===== src/rtl/core/sha1bc_pkg.sv =====
// Shared types, constants and round functions for the SHA-1 block compressor.
package sha1bc_pkg;

    localparam int WordW    = 32;
    localparam int NumChain = 5;
    localparam int NumMsg   = 16;

    typedef logic [WordW-1:0] t_word;
    typedef logic [2:0]       t_chain_idx;
    typedef logic [3:0]       t_msg_idx;
    typedef logic [6:0]       t_round;
    typedef t_word [NumChain-1:0] t_chain_vec;

    // Input function codes
    localparam logic FUNC_CHAIN = 1'b0;
    localparam logic FUNC_MSG   = 1'b1;

    localparam t_chain_idx LastChainIdx = 3'd4;
    localparam t_msg_idx   LastMsgIdx   = 4'd15;
    localparam t_round     LastRound    = 7'd79;
    localparam t_round     ExpandStart  = 7'd16;

    typedef enum logic [1:0] {
        ST_IDLE,
        ST_ROUND,
        ST_FEED,
        ST_SEND
    } t_state;

    // Control from the sequencer to the message schedule
    typedef struct packed {
        logic load;
        logic step;
        logic expand;
    } t_sched_ctl;

    // Control from the sequencer to the round unit
    typedef struct packed {
        logic   init;
        logic   step;
        t_round round;
    } t_round_ctl;

    // Round constant for each group of twenty rounds
    function automatic t_word round_k(input t_round rnd);
        t_word k;
        if (rnd < 7'd20) begin
            k = 32'h5A827999;
        end else if (rnd < 7'd40) begin
            k = 32'h6ED9EBA1;
        end else if (rnd < 7'd60) begin
            k = 32'h8F1BBCDC;
        end else begin
            k = 32'hCA62C1D6;
        end
        return k;
    endfunction

    // Choose, parity, majority, parity
    function automatic t_word round_f(input t_round rnd, input t_word b,
                                      input t_word c, input t_word d);
        t_word f;
        if (rnd < 7'd20) begin
            f = (b & c) | (~b & d);
        end else if (rnd < 7'd40) begin
            f = b ^ c ^ d;
        end else if (rnd < 7'd60) begin
            f = (b & c) | (b & d) | (c & d);
        end else begin
            f = b ^ c ^ d;
        end
        return f;
    endfunction

endpackage


===== src/rtl/core/sha1bc_if.sv =====
// Handshake channels: input words and digest words.
interface sha1bc_in_if;
    import sha1bc_pkg::*;
    logic  valid;
    logic  ready;
    logic  func;
    t_word data_word;

    modport source(output valid, output func, output data_word, input ready);
    modport sink(input valid, input func, input data_word, output ready);
endinterface

interface sha1bc_out_if;
    import sha1bc_pkg::*;
    logic       valid;
    logic       ready;
    t_word      digest_word;
    t_chain_idx word_index;
    logic       last_word;

    modport source(output valid, output digest_word, output word_index,
                   output last_word, input ready);
    modport sink(input valid, input digest_word, input word_index,
                 input last_word, output ready);
endinterface


===== src/rtl/core/sha1bc_sched.sv =====
// Message schedule: sixteen-word shift window with in-place expansion.
module sha1bc_sched (
    input  logic                   i_clk,
    input  sha1bc_pkg::t_sched_ctl i_ctl,
    input  sha1bc_pkg::t_word      i_load_word,
    output sha1bc_pkg::t_word      o_wt
);
    import sha1bc_pkg::*;

    // r_win[0] holds W[t-16], r_win[15] holds W[t-1]
    t_word r_win [NumMsg];
    t_word w_mix;
    t_word n_new;

    // W[t] = rotl1(W[t-3] ^ W[t-8] ^ W[t-14] ^ W[t-16]); early rounds recirculate
    always_comb begin
        w_mix = r_win[13] ^ r_win[8] ^ r_win[2] ^ r_win[0];
        n_new = i_ctl.expand ? {w_mix[WordW-2:0], w_mix[WordW-1]} : r_win[0];
    end

    assign o_wt = n_new;

    always_ff @(posedge i_clk) begin
        if (i_ctl.load || i_ctl.step) begin
            for (int i = 0; i < NumMsg - 1; i++) begin
                r_win[i] <= r_win[i+1];
            end
            r_win[NumMsg-1] <= i_ctl.load ? i_load_word : n_new;
        end
    end

endmodule


===== src/rtl/core/sha1bc_round.sv =====
// Round unit: working variables A..E and one SHA-1 round per step.
module sha1bc_round (
    input  logic                   i_clk,
    input  sha1bc_pkg::t_round_ctl i_ctl,
    input  sha1bc_pkg::t_chain_vec i_chain,
    input  sha1bc_pkg::t_word      i_wt,
    output sha1bc_pkg::t_chain_vec o_work
);
    import sha1bc_pkg::*;

    t_chain_vec r_work;
    t_word      w_a, w_b, w_c, w_d, w_e;
    t_word      n_t;

    always_comb begin
        w_a = r_work[0];
        w_b = r_work[1];
        w_c = r_work[2];
        w_d = r_work[3];
        w_e = r_work[4];
        n_t = {w_a[WordW-6:0], w_a[WordW-1:WordW-5]}
            + round_f(i_ctl.round, w_b, w_c, w_d)
            + w_e + round_k(i_ctl.round) + i_wt;
    end

    always_ff @(posedge i_clk) begin
        if (i_ctl.init) begin
            r_work <= i_chain;
        end else if (i_ctl.step) begin
            r_work[4] <= w_d;
            r_work[3] <= w_c;
            r_work[2] <= {w_b[1:0], w_b[WordW-1:2]};
            r_work[1] <= w_a;
            r_work[0] <= n_t;
        end
    end

    assign o_work = r_work;

endmodule


===== src/rtl/core/sha1_block_compress.sv =====
// SHA-1 block compressor: load five chaining words (func 0) and sixteen message
// words (func 1); the sixteenth message word starts 80 rounds at one round per
// clock through a single round adder, after which the five updated chaining words
// come out in order A..E, the last marked, each through a feed-forward state and
// then a send state that holds until the sink takes it. Input ready is low from
// the sixteenth message beat until word E is taken. The chaining value stays
// inside and is updated in place, so later blocks need only message words; it
// must be loaded once before the first block.
module sha1_block_compress (
    input  logic         i_clk,
    input  logic         i_rst_n,
    sha1bc_in_if.sink    i_in,
    sha1bc_out_if.source o_out
);
    import sha1bc_pkg::*;

    t_state     r_state, n_state;
    t_chain_idx r_chain_cnt, n_chain_cnt;
    t_msg_idx   r_msg_cnt, n_msg_cnt;
    t_round     r_round, n_round;
    t_chain_idx r_out_idx, n_out_idx;
    t_chain_vec r_chain;
    t_word      r_out_data;
    t_word      n_sum;

    logic       w_in_acc;
    logic       w_out_acc;
    logic       w_feed;
    t_sched_ctl w_sched_ctl;
    t_round_ctl w_round_ctl;
    t_word      w_wt;
    t_chain_vec w_work;

    // Input is taken only while idle
    assign i_in.ready = (r_state == ST_IDLE);

    assign w_in_acc  = i_in.valid && i_in.ready;
    assign w_out_acc = o_out.valid && o_out.ready;

    sha1bc_sched u_sched (
        .i_clk       (i_clk),
        .i_ctl       (w_sched_ctl),
        .i_load_word (i_in.data_word),
        .o_wt        (w_wt)
    );

    sha1bc_round u_round (
        .i_clk   (i_clk),
        .i_ctl   (w_round_ctl),
        .i_chain (r_chain),
        .i_wt    (w_wt),
        .o_work  (w_work)
    );

    // Sequencer: next state, counters and unit control
    always_comb begin
        n_state     = r_state;
        n_chain_cnt = r_chain_cnt;
        n_msg_cnt   = r_msg_cnt;
        n_round     = r_round;
        n_out_idx   = r_out_idx;
        w_feed      = 1'b0;
        w_sched_ctl = '0;
        w_round_ctl = '0;
        w_round_ctl.round = r_round;

        unique case (r_state)
            ST_IDLE: begin
                if (w_in_acc) begin
                    if (i_in.func == FUNC_CHAIN) begin
                        n_chain_cnt = (r_chain_cnt == LastChainIdx) ? '0 : r_chain_cnt + 3'd1;
                    end else begin
                        w_sched_ctl.load = 1'b1;
                        n_msg_cnt = r_msg_cnt + 4'd1;
                        if (r_msg_cnt == LastMsgIdx) begin
                            w_round_ctl.init = 1'b1;
                            n_state = ST_ROUND;
                        end
                    end
                end
            end
            ST_ROUND: begin
                w_sched_ctl.step   = 1'b1;
                w_sched_ctl.expand = (r_round >= ExpandStart);
                w_round_ctl.step   = 1'b1;
                if (r_round == LastRound) begin
                    n_round = '0;
                    n_state = ST_FEED;
                end else begin
                    n_round = r_round + 7'd1;
                end
            end
            ST_FEED: begin
                w_feed  = 1'b1;
                n_state = ST_SEND;
            end
            ST_SEND: begin
                if (w_out_acc) begin
                    if (r_out_idx == LastChainIdx) begin
                        n_out_idx = '0;
                        n_state   = ST_IDLE;
                    end else begin
                        n_out_idx = r_out_idx + 3'd1;
                        n_state   = ST_FEED;
                    end
                end
            end
            default: n_state = ST_IDLE;
        endcase
    end

    // Feed-forward add for the current output word
    assign n_sum = r_chain[r_out_idx] + w_work[r_out_idx];

    // Control registers
    always_ff @(posedge i_clk) begin
        if (!i_rst_n) begin
            r_state     <= ST_IDLE;
            r_chain_cnt <= '0;
            r_msg_cnt   <= '0;
            r_round     <= '0;
            r_out_idx   <= '0;
        end else begin
            r_state     <= n_state;
            r_chain_cnt <= n_chain_cnt;
            r_msg_cnt   <= n_msg_cnt;
            r_round     <= n_round;
            r_out_idx   <= n_out_idx;
        end
    end

    // Chaining value and output word
    always_ff @(posedge i_clk) begin
        if (w_in_acc && i_in.func == FUNC_CHAIN) begin
            r_chain[r_chain_cnt] <= i_in.data_word;
        end
        if (w_feed) begin
            r_chain[r_out_idx] <= n_sum;
            r_out_data         <= n_sum;
        end
    end

    assign o_out.valid       = (r_state == ST_SEND);
    assign o_out.digest_word = r_out_data;
    assign o_out.word_index  = r_out_idx;
    assign o_out.last_word   = (r_out_idx == LastChainIdx);

`ifndef SYNTHESIS
    // Round counter is parked at zero outside the round loop
    a_round_parked: assert property (@(posedge i_clk) disable iff (!i_rst_n)
        r_state != ST_ROUND |-> r_round == '0)
        else $error("round counter not zero outside rounds");

    // Sixteenth message beat starts the rounds
    a_start_rounds: assert property (@(posedge i_clk) disable iff (!i_rst_n)
        w_in_acc && i_in.func == FUNC_MSG && r_msg_cnt == LastMsgIdx
        |=> r_state == ST_ROUND && r_round == '0)
        else $error("rounds did not start after last message word");

    // Last round hands over to the output phase at word A
    a_round_end: assert property (@(posedge i_clk) disable iff (!i_rst_n)
        r_state == ST_ROUND && r_round == LastRound
        |=> r_state == ST_FEED && r_out_idx == '0)
        else $error("output phase did not start at word A");

    // Taking the last word returns the block to accepting input
    a_last_done: assert property (@(posedge i_clk) disable iff (!i_rst_n)
        w_out_acc && o_out.last_word |=> i_in.ready && r_msg_cnt == '0)
        else $error("block not ready after last digest word");

    // Output and chaining-load indices stay within A..E
    a_idx_range: assert property (@(posedge i_clk) disable iff (!i_rst_n)
        r_out_idx <= LastChainIdx && r_chain_cnt <= LastChainIdx)
        else $error("chaining index out of range");
`endif

endmodule

===== src/flat_wrapper.sv =====
// flat-port wrapper written by rule: the top's interface ports become plain ports
module sha1_block_compress_flat import sha1bc_pkg::*;
  (i_clk, i_rst_n, i_in_valid, i_in_func, i_in_data_word, i_in_ready, o_out_valid, o_out_digest_word, o_out_word_index, o_out_last_word, o_out_ready);
  sha1bc_in_if i_in_i ();
  sha1bc_out_if o_out_i ();
  input  logic i_clk;
  input  logic i_rst_n;
  input wire logic [$bits(i_in_i.valid)-1:0] i_in_valid;
  input wire logic [$bits(i_in_i.func)-1:0] i_in_func;
  input wire logic [$bits(i_in_i.data_word)-1:0] i_in_data_word;
  output wire logic [$bits(i_in_i.ready)-1:0] i_in_ready;
  output wire logic [$bits(o_out_i.valid)-1:0] o_out_valid;
  output wire logic [$bits(o_out_i.digest_word)-1:0] o_out_digest_word;
  output wire logic [$bits(o_out_i.word_index)-1:0] o_out_word_index;
  output wire logic [$bits(o_out_i.last_word)-1:0] o_out_last_word;
  input wire logic [$bits(o_out_i.ready)-1:0] o_out_ready;
  assign i_in_i.valid = i_in_valid;
  assign i_in_i.func = i_in_func;
  assign i_in_i.data_word = i_in_data_word;
  assign i_in_ready = i_in_i.ready;
  assign o_out_valid = o_out_i.valid;
  assign o_out_digest_word = o_out_i.digest_word;
  assign o_out_word_index = o_out_i.word_index;
  assign o_out_last_word = o_out_i.last_word;
  assign o_out_i.ready = o_out_ready;
  sha1_block_compress u_core (.i_clk(i_clk), .i_rst_n(i_rst_n), .i_in(i_in_i), .o_out(o_out_i));
endmodule

===== config.mk =====
export PLATFORM = sky130hd
export DESIGN_NAME = sha1_block_compress_flat
export DESIGN_NICKNAME = d
export VERILOG_FILES = /design/src/rtl/core/sha1bc_pkg.sv /design/src/rtl/core/sha1bc_if.sv /design/src/rtl/core/sha1bc_sched.sv /design/src/rtl/core/sha1bc_round.sv /design/src/rtl/core/sha1_block_compress.sv /design/src/flat_wrapper.sv
export SDC_FILE = /design/constraint.sdc
export NUM_CORES = 2
export LEC_CHECK = 0
export CAP_MARGIN = 25
export CORE_ASPECT_RATIO = 1.5
export CORE_MARGIN = 2
export CORE_UTILIZATION = 39
export CTS_CLUSTER_SIZE = 8
export DETAILED_ROUTE_END_ITERATION = 7
export DONT_BUFFER_PORTS = 1
export GPL_TIMING_DRIVEN = 0
export PLACE_DENSITY = 0.49
export SYNTH_ARGS = -nofsm -noshare
export SYNTH_HDL_FRONTEND = slang
export SYNTH_HIERARCHICAL = 1
export SYNTH_SLANG_ARGS = --single-unit

===== constraint.sdc =====
create_clock -name i_clk -period 17.65 [get_ports i_clk]
set_input_delay 2.6475 -clock i_clk [delete_from_list [all_inputs] [get_ports i_clk]]
set_output_delay 2.6475 -clock i_clk [all_outputs]
set_load 0.02 [all_outputs]

### Yosys cells after proc, flatten, opt, wreduce, memory -nomap -nowiden

Memories as Yosys holds them, arrays and structs flattened.
Index checks and enable logic that the tools add are counted.

* add/subtract/negate cells: 9
* $lt $le $gt $ge: 8
* eq/ne operators: 12
* muxes and demuxes: 44
* bitwise gates (word level): 14
* reduce and logical (&&, ||, !) cells: 12

Operator list (count)
* $mux W160: 4
* $mux W32: 11
* $bwmux W160: 2
* $bmux W32 S3: 2
* $demux W32 S3: 2
* $add A32 B32 Y32: 5
* $xor A32 B32 Y32: 5
* $and A32 B32 Y32: 4
* $or A32 B32 Y32: 3
* $not A32 Y32: 1
* $mux W31: 1
* $lt A7 B6 Y1 const B: 2
* $mux W2: 7
* $mux W1: 11
* $lt A3 B4 Y1 const B: 2
* $ne A2 B2 Y1 const B: 4
* $pmux W2 S4: 1
* $add A7 B1 Y7 const B: 1
* $eq A7 B7 Y1 const B: 1
* $ge A7 B5 Y1 const B: 1
* $lt A7 B5 Y1 const B: 1
* $mux W7: 1
* $add A3 B1 Y3 const B: 2
* $eq A3 B3 Y1 const B: 2
* other kinds (15): 23

* flip-flop bits (word level): 371
* RAM bits: 512
* input port bits: 37
* output and inout bits: 38
* memories: 1

Memories
* u_core.u_sched.r_win: depth 16, width 32, rd ports 16, clocked after Yosys merged registers in 0, wr ports 16, line sha1bc_sched.sv:11 `t_word r_win [NumMsg];`

### Logic depth before layout (Yosys ltp)

* depth after elaboration: 12
* gate-level depth with buffers: 22
* gate-level depth less buffers: 19

### Cells and area by module

The synthesis kept the hierarchy.

Modules (own cells, without submodules)
* sha1bc_sched: instances 1, cells each 758, area an instance 17007.6 um2, sequential area each 15374.7 um2
* sha1_block_compress: instances 1, cells each 1442, area an instance 13076.3 um2, sequential area each 4544.4 um2
* sha1bc_round: instances 1, cells each 1065, area an instance 12366.9 um2, sequential area each 4804.6 um2

### Worst setup path before layout

Ideal clock, no wire load.

* path type: input to register
* from: in i_in_valid
* to: mem u_core/u_sched/r_win[0][0] in the netlist's numbering (enable)
* data arrival time: 9454 ps
* required time: 16983 ps
* slack: 7529 ps
* cell stages on the path: 5
* cells stage by stage: and3_1 > clkbuf_1 > buf_4 > buf_2 > or2_2

RTL lines
* from (decl): line flat_wrapper.sv:8 `input wire logic [$bits(i_in_i.valid)-1:0] i_in_valid;`
* to (decl): line sha1bc_sched.sv:11

### Final worst setup path

* from: reg u_core.r_out_idx[2], in the netlist u_core/o_out.word_index[2]
* to: reg u_core.r_out_data[23], in the netlist u_core/o_out.digest_word[23], data pin

* word-level cells in the longest chain between the ends: 3
* elaborated cells between the ends (all ways): 5

RTL lines
* from (decl): line sha1_block_compress.sv:21 `t_chain_idx r_out_idx, n_out_idx;`
* from (signal assigned): line sha1_block_compress.sv:128 `r_out_idx <= n_out_idx;`
* $bmux W32 S3: line sha1_block_compress.sv:113 `assign n_sum = r_chain[r_out_idx] + w_work[r_out_idx];`
* $mux W32 (implied by the code): line sha1_block_compress.sv:113
* $add A32 B32 Y32 *: line sha1_block_compress.sv:113
* net u_core.n_sum[23]: line sha1_block_compress.sv:24 `t_word n_sum;`
* to (signal assigned): line sha1_block_compress.sv:139 `r_out_data <= n_sum;`
* to (decl): line sha1_block_compress.sv:23 `t_word r_out_data;`

Mark *: on every way through the listed nets, which the timed path passes. The rest lies on a longest branch. The select of a mux whose other input is x is not followed.
A chain may end at the register's enable or synchronous reset.

==> flow_metrics.env <==
export IMPL_ant_nets=0
export IMPL_track_usage_pct=25.54
export IMPL_ios=75
export IMPL_synth_area_leaders="edfxtp_1 (50%), dfxtp_1 (8.4%), fa_1 (5.7%)"
export IMPL_core_area_sq_um=108100
export IMPL_multi_input_area_sq_um=16020
export IMPL_dpl_hpwl_microns=103200
export IMPL_synth_area_sq_um=42450
export IMPL_arrival_ns=7.86
export IMPL_firstDrtPassIters=6
export IMPL_drc=0
export IMPL_die_y_microns=408.1
export IMPL_min_delay_start="u_core/u_sched/r_win[1][32]$_DFFE_PP_"
export IMPL_async_flop_share_pct=0
export IMPL_synth_seq_cells=883
export IMPL_root_buffer="clkbuf_16"
export IMPL_status="completed"
export IMPL_htree_levels=3
export IMPL_syn_to_final_growth_pct=14.31
export IMPL_grt_max_degree=76
export IMPL_path_max_fanout=10
export IMPL_maxCapViolCount=0
export IMPL_drt_iter0_drc=2274
export IMPL_drive_above_1_share_pct=13.88
export IMPL_wl_microns=142700
export IMPL_die_w_microns=273.4
export IMPL_cts_buffers=120
export IMPL_synth_top_area_share_pct=49.80
export IMPL_ctsHoldBuffers=0
export IMPL_final_max_slew_violation_count=0
export IMPL_layout_commonest_cell="edfxtp_1"
export IMPL_num_antenna_cells=0
export IMPL_crit_chain="clkbuf_1, clkbuf_1, buf_8, and2_1, clkbuf_1, buf_8, clkbuf_1, nand2_1, o21ai_0, ha_1, a21oi_1, o211ai_1, a21oi_2, nor2_1, a21boi_0, xor2_1, inv_1"
export IMPL_seqCellArea_sq_um=24720
export IMPL_num_rows=148
export IMPL_final_hold_violation_count=0
export IMPL_final_cell_mix="edfxtp_1 (704), nand2_1 (273), inv_1 (272)"
export IMPL_place_congestion=0.9341
export IMPL_worstPathRequired_ns=18.12
export IMPL_critPathKind="flop to flop"
export IMPL_fill_cells=9985
export IMPL_grt_pass1_vias=28500
export IMPL_avgViaCountPerCell=5.605
export IMPL_overflow=0
export IMPL_leakagePower_nw=17.51
export IMPL_yosys_area_top_type="edfxtp_1"
export IMPL_finalCritPeriodShare_pct=41.88
export IMPL_worstSetupEndpointType="flop"
export IMPL_worstSetupStartpoint="u_core/o_out.word_index[2]$_SDFFE_PN0P_"
export IMPL_rsz0062_at_grt="false"
export IMPL_crit_top_cell="clkbuf_1"
export IMPL_wire_per_inst_microns=28.76
export IMPL_vias=27810
export IMPL_r2r_start="u_core/o_out.word_index[2]$_SDFFE_PN0P_"
export IMPL_final_cell_area_sq_um=48530
export IMPL_syn_area_per_cell_sq_um=13.00
export IMPL_yosys_cell_types_count=99
export IMPL_syn_nets=3498
export IMPL_antenna_found_initial=1
export IMPL_clk_latency_ns=0.74
export IMPL_fin_nets=3664
export IMPL_clk_pin_slew_ns=0.05
export IMPL_slew_limit_headroom_pct=20.36
export IMPL_synth_edf_count=704
export IMPL_io_buffers=0
export IMPL_ir_drop_mv=0.08937
export IMPL_synthCells=3265
export IMPL_clockBufferDepth=3
export IMPL_fin_crit_ns=7.392
export IMPL_yosys_warnings=6
export IMPL_placed_area_sq_um=45000
export IMPL_setup_tns_ns=0
export IMPL_hp_class="flop to flop"
export IMPL_synth_seq_area_share_pct=58.24
export IMPL_post_cts_resized=0
export IMPL_cts_tree="yes"
export IMPL_crit_path_top_delay_cell="a21oi_2"
export IMPL_synth_top_flop_cell="edfxtp_1"
export IMPL_cpPeakStageDelay_ns=0.81
export IMPL_powerDensity_nw_per_um2=108.7
export IMPL_grt_pass1_wl_microns=203700
export IMPL_finClkSkew_ns=0.03391
export IMPL_fmax_mhz=135.3
export IMPL_setup_viol=0
export IMPL_die_area_sq_um=111600
export IMPL_cp_start_kind="flop"
export IMPL_tightest_slew_ns=1.195
export IMPL_initial_core_util_pct=39.25
export IMPL_postCtsSetupBuffers=0
export IMPL_clock_sinks=883
## worst max-delay path, delay by kind of cell (launching register included)
family          cells  cell delay, ns
fa+ha+maj           1            0.30
xor+xnor            1            0.55
flops               1            0.47
buf+inv             7            2.84
simple gates        3            0.58
compound gates      5            2.36
## where the power goes
group | switching [mW] | internal (mW)
registers | 0.0778 | 2.37
logic | 0.418 | 0.225
clock network | 0.902 | 1.28
total | 1.40 | 3.88
## state kept, by name, summed over array words and instances, names as in the netlist
name / flops
u_core/u_sched/r_win: 512
u_core/u_round/w_c: 32
u_core/r_msg_cnt: 4
u_core/r_state: 2
u_core/u_round/w_a: 32
u_core/o_out.word_index: 3
u_core/r_chain_cnt: 3
u_core/r_round: 7
u_core/u_round/w_d: 32
u_core/u_round/w_b: 32
u_core/o_out.digest_word: 32
u_core/u_round/w_e: 32
u_core/r_chain: 160
## cell usage after synthesis, drive strengths merged (63+ instances only)
master	count
mux2i	117
a21oi	167
nand2	274
edfxtp	704
mux2	153
ha	75
xor2	87
inv	274
nor2	149
dfxtp	179
mux4	63
fa	121
o21ai	277
clkbuf	100
xnor2	74
## area by class of cell
| cell class | instances | share of cell area (%) |
|---|---|---|
| multi-input combinational | 1951 | 33.01 |
| sequential | 883 | 50.95 |
| clock buffer | 223 | 7.029 |
| inverter | 275 | 2.127 |
| tap | 1425 | 3.674 |
| clock inverter | 5 | 0.1676 |
| buffer | 156 | 1.452 |
| timing repair buffer | 44 | 1.593 |
## stage by stage
stage                     worst slack (ns)  std cells  utilization [%]  hold WS (ns)  total power [mW]
after floorplan                      7.529       3265                -        0.4003             2.884
after global placement               5.086       4690            40.90        0.4014             3.115
after detailed placement             10.35       4732            41.61        0.4045             3.118
after CTS                            10.31       4960            44.84        0.3961             5.331
after global routing                 10.21       4962            44.87        0.4077             5.479
final                                10.26       4962            44.87        0.3967             5.277
## layer usage
layer	global-route usage, %	routed length (microns)	up-vias
li1	-	-	12190
met1	30.28	55090	14250
met2	43.26	71020	1014
met3	4.928	8135	364
met4	14.26	8473	0
met5	0	0	-
## cell families (layout without fill, tap and decap cells)
kind of cell | count (synthesis) | count (layout) | share of synthesized area [%]
flip-flops | 883 | 883 | 58.24
AO/OA/AOI/OAI | 668 | 668 | 9.785
AND/OR/NAND/NOR | 593 | 593 | 6.405
buffers and inverters | 431 | 703 | 4.091
multiplexers | 333 | 333 | 10.17
adder cells (fa/ha/maj) | 196 | 196 | 7.917
XOR/XNOR | 161 | 161 | 3.392
## worst paths after layout
| path | to | slack [ns] | cells after the start |
|---|---|---|---|
| hold reg to reg | u_core/u_sched/r_win[1][0]$_DFFE_PP_ | 0.40 | 0 |
| setup / recovery | u_core/o_out.digest_word[23]$_DFFE_PP_ | 10.26 | 17 |
| setup reg to reg | u_core/o_out.digest_word[23]$_DFFE_PP_ | 10.26 | 17 |
| hold / removal | u_core/u_sched/r_win[1][0]$_DFFE_PP_ | 0.40 | 0 |
Power figures use the tool's default switching activity.
